===== src/sv/ebb_ram.sv =====
// ebb_ram: generic single write port memory with one registered read port
// no dependencies
module ebb_ram #(
   parameter int WIDTH = 32,
   parameter int DEPTH = 16
) (
   input  logic                     clock,
   input  logic                     wr_en,
   input  logic [$clog2(DEPTH)-1:0] wr_addr,
   input  logic [WIDTH-1:0]         wr_data,
   input  logic [$clog2(DEPTH)-1:0] rd_addr,
   output logic [WIDTH-1:0]         rd_data
);

   logic [WIDTH-1:0] mem_ff [DEPTH];

   // write port and registered read
   always_ff @(posedge clock) begin
      if (wr_en) begin
         mem_ff[wr_addr] <= wr_data;
      end
      rd_data <= mem_ff[rd_addr];
   end

endmodule

===== config.mk =====
export PLATFORM = sky130hd
export DESIGN_NAME = ebb_ram
export DESIGN_NICKNAME = d
export VERILOG_FILES = /design/src/sv/ebb_ram.sv
export SDC_FILE = /design/constraint.sdc
export NUM_CORES = 1
export LEC_CHECK = 0
export BUFFER_PORTS_ARGS = -buffer_cell sky130_fd_sc_hd__buf_2
export CORE_MARGIN = 2
export CORE_UTILIZATION = 50
export CTS_CLUSTER_DIAMETER = 60
export DETAILED_ROUTE_END_ITERATION = 12
export MAX_ROUTING_LAYER = met4
export PLACE_DENSITY = 0.66
export SYNTH_ARGS = -nofsm -noshare
export SYNTH_HDL_FRONTEND = slang
export SYNTH_SLANG_ARGS = --single-unit

===== constraint.sdc =====
create_clock -name clock -period 3.6 [get_ports clock]
set_clock_uncertainty 0.15 [all_clocks]
set_input_delay 0.54 -clock clock [delete_from_list [all_inputs] [get_ports clock]]
set_output_delay 0.54 -clock clock [all_outputs]
set_load 0.01 [all_outputs]

==> results <==
- The largest single stage delay on the critical path is 0.61 ns.
- The number of global-route vias before repair is 9289.
- The master of the slowest instance on the critical path is or3b_2.
- The number of different library cells used by synthesis comes to 18.
- The maximum fanout encountered on the critical timing path is 17.
- Cells fill 58.94% of the core in the end.
- The number of antenna cells inserted is 0.
- The ratio of routed vias to standard cells is 5.947.
- The share of synthesized area spent on multiplexers is 14.52%.
- The cell leakage power is 0.007397 uW.
- The buffers inserted during post-CTS setup optimization is 0.
- The total of fill cells in the finished design is 2791.
- The chip width is 203.3 um.
- The later pin in the worst-skew pair is clocked with a latency of 0.57 ns.
- The final design area excluding fillers is 22940 um2.
- The shortest period the worst path allows is 2.053 ns.
- The number of port buffers is 73.
- After the flow finishes, the layout carries non-filler instances totaling 1517.
- The number of nets in the synthesized netlist is 880.
- The worst setup path is launched from a primary input.
- The total number of yosys warnings is 0.
- In this run, CTS created clock tree buffers numbering 53.
- After detailed placement, the total cell area comes to 21150 um2.
- The congestion estimate from routability-driven global placement came to 0.6991.
- The number of failing hold endpoints at the final stage came to 0.
- Once detailed placement completed, the half-perimeter wirelength came to 22.04 mm.
- The overflow left after global routing is 0.
- The first global-routing pass estimated 59.96 mm of wire.
- Setup violations remaining at the end of the flow were counted as 0.
- Walking the worst path, the cells encountered are buf_2 > or3b_2 > nor2_4 > buf_4.
- The number of standard cells after synthesis is 838.
- The library cell used most frequently in the layout, excluding fill and tap cells, is edfxtp_1.
- The maximum frequency from static timing analysis is 0.4872 GHz.
- The number of logic stages on the critical path including buffering is 4.
- The final max-slew violation count is 0.
- After synthesis, the mean cell area works out to 23.69 um2.
- After synthesis, the cell types taking the most area are edfxtp_1 77%, mux4_2 15%, dfxtp_1 3.2%.
- The power per unit of standard cell area is 582.1 nW/um2.
- After routing, the total negative slack on setup checks comes to 0 ns.
- The final-stage net count is 997.
- The sort of element at the end of the critical path is a flip-flop.
- The synthesized design spends more area on one cell type than any other, namely edfxtp_1.
- Setup repair after global routing left no endpoint under its margin.
- The H-tree generated during clock tree synthesis spans 2 levels.
- The number of cells in the design after placement is 1418.
- In this run the cell area of the synthesized design comes to 19850 um2.
- Across the run, the number of max-cap violations was 0.
- The simple-gate portion of the synthesized area is 1.273%.
- The combined buffer and inverter count along the critical path is 2.
- The number of top-level design ports is 74.
- The DRC marker count from the first detailed-route iteration is 799.
- The synthesized netlist devotes 0% of its cell area to XOR and XNOR gates.
- The data required time of the critical path is 3.69 ns.
- The floorplan has 72 rows.
- The effective utilization at floorplan is 51.02%.
- The die covers 41320 um2.
- The aggregate global-route resource usage is 20.34%.
- The routed length per placed instance is 26.20 um.
- The total number of vias is 9021.
- The count of nets left with antenna violations after detail routing is 0.
- The largest net degree at the start of global routing is 35.
- By area, the combinational part of the netlist is dominated by multiplexers.
- The clock passes through at most 3 buffers.
- In the layout the commonest cells are 512 x edfxtp_1, 128 x mux4_2, 71 x buf_2.
- For this design, the sink count on the clock tree is 544.
- The number of antenna violations at the first check in global routing is 0.
- The share of the Yosys chip area taken by registers is 80.67%.
- The top cell type by area accounts for 77.44% of the synthesized area.
- For the pin with the worst max-slew slack, the measured transition is 1.025 ns.
- The cell type group with the largest total delay on the critical path is simple AND/OR/NAND/NOR gates.
- TritonCTS built the clock tree.
- The run finished with clean final reports.
- The type of the tightest min-delay check is in -> reg.
- The clock slew seen by the registers of the worst setup and hold paths is 0.06 ns.
- The data arrival at the endpoint of the critical path is 2.15 ns.
- After Yosys synthesis, full adders, half adders and majority gates account for 0% of the synthesized area.
- After detailed routing, the number of remaining DRC violations is 0.
- The number of cells on the worst reg-to-reg path is 3.
- The synthesized design contains 544 register bits.
- The die outline height is 203.3 um.
- The hold buffer count at cts is 0.
- Headroom to the max-slew limit came out at 31.66%.
- After detailed routing, the total wire length is 39.75 mm.
- The final worst hold slack is 0.1956 ns.
- Along the worst hold path, the cell count comes to 1.
- Across the VDD grid, the largest voltage drop is 0.3487 mV.
- The floorplan step defined a core boundary enclosing 38920 um2.
- The final period utilization is 57.02%.
- The category of the most critical setup path is in -> reg.
- The clock root buffer is clkbuf_16.
- The first TritonRoute pass finished after 5 iterations.
- The compound-gate portion of the synthesized area is 2.420%.
- Cells with a size suffix above 1 make up 33.33% of the layout.
- The number of gates resized after CTS is 0.
- The area overhead of the layout relative to synthesis is 15.53%.
cell usage after synthesis (all sizes together):
| master | n |
|---|---|
| a22oi | 64 |
| and2 | 1 |
| buf | 26 |
| clkbuf | 17 |
| dfxtp | 32 |
| edfxtp | 512 |
| mux4 | 128 |
| nand2 | 33 |
| nand2b | 2 |
| nand3 | 1 |
| nand3b | 2 |
| nor2 | 13 |
| nor2b | 2 |
| nor3 | 4 |
| or3b | 1 |
worst paths after layout:
check / startpoint / endpoint / slack, ns
hold reg to reg: mem_ff[15][12] / rd_data[12] / 0.51
setup / recovery: wr_addr[2] / mem_ff[3][15] / 1.55
setup reg to reg: mem_ff[3][17] / rd_data[17] / 2.05
hold / removal: wr_data[26] / mem_ff[1][26] / 0.20
flip-flops by register name, summed over array words and instances (netlist names):
name and cells:
mem_ff 512, rd_data 32
power by group:
group	switching, uW	leakage, uW	internal [uW]
registers	48.5	0.00489	7080
logic	372	0.00163	262
clock network	2230	0.000869	3360
layout make-up:
type	instances	area, um2	area share (%)
sequential	544	16020	69.82
multi-input combinational	251	3756	16.38
clock buffer	70	1463	6.377
timing repair buffer	105	729.5	3.180
tap	518	648.1	2.826
clock inverter	29	325.3	1.418
per-stage QoR:
stage          power, uW  setup slack, ns
6_report           13350            1.547
5_1_grt            13770            1.468
4_1_cts            13470            1.559
3_5_place_dp        7907           0.9429
3_3_place_gp        7890           0.9497
2_1_floorplan       7607          0.03067
layer usage:
| layer | vias to the layer above | track usage [%] | wire length (um) |
|---|---|---|---|
| li1 | 3805 | - | - |
| met1 | 4810 | 30.50 | 17690 |
| met2 | 340 | 29.75 | 18400 |
| met3 | 66 | 3.404 | 2928 |
| met4 | 0 | 4.823 | 719 |
| met5 | - | - | 0 |
kinds of logic after synthesis:
kind of cell,Yosys count
buffers and inverters,43
AO/OA/AOI/OAI,64
multiplexers,128
flip-flops,544
AND/OR/NAND/NOR,59
(Power assumes the default switching activity.)
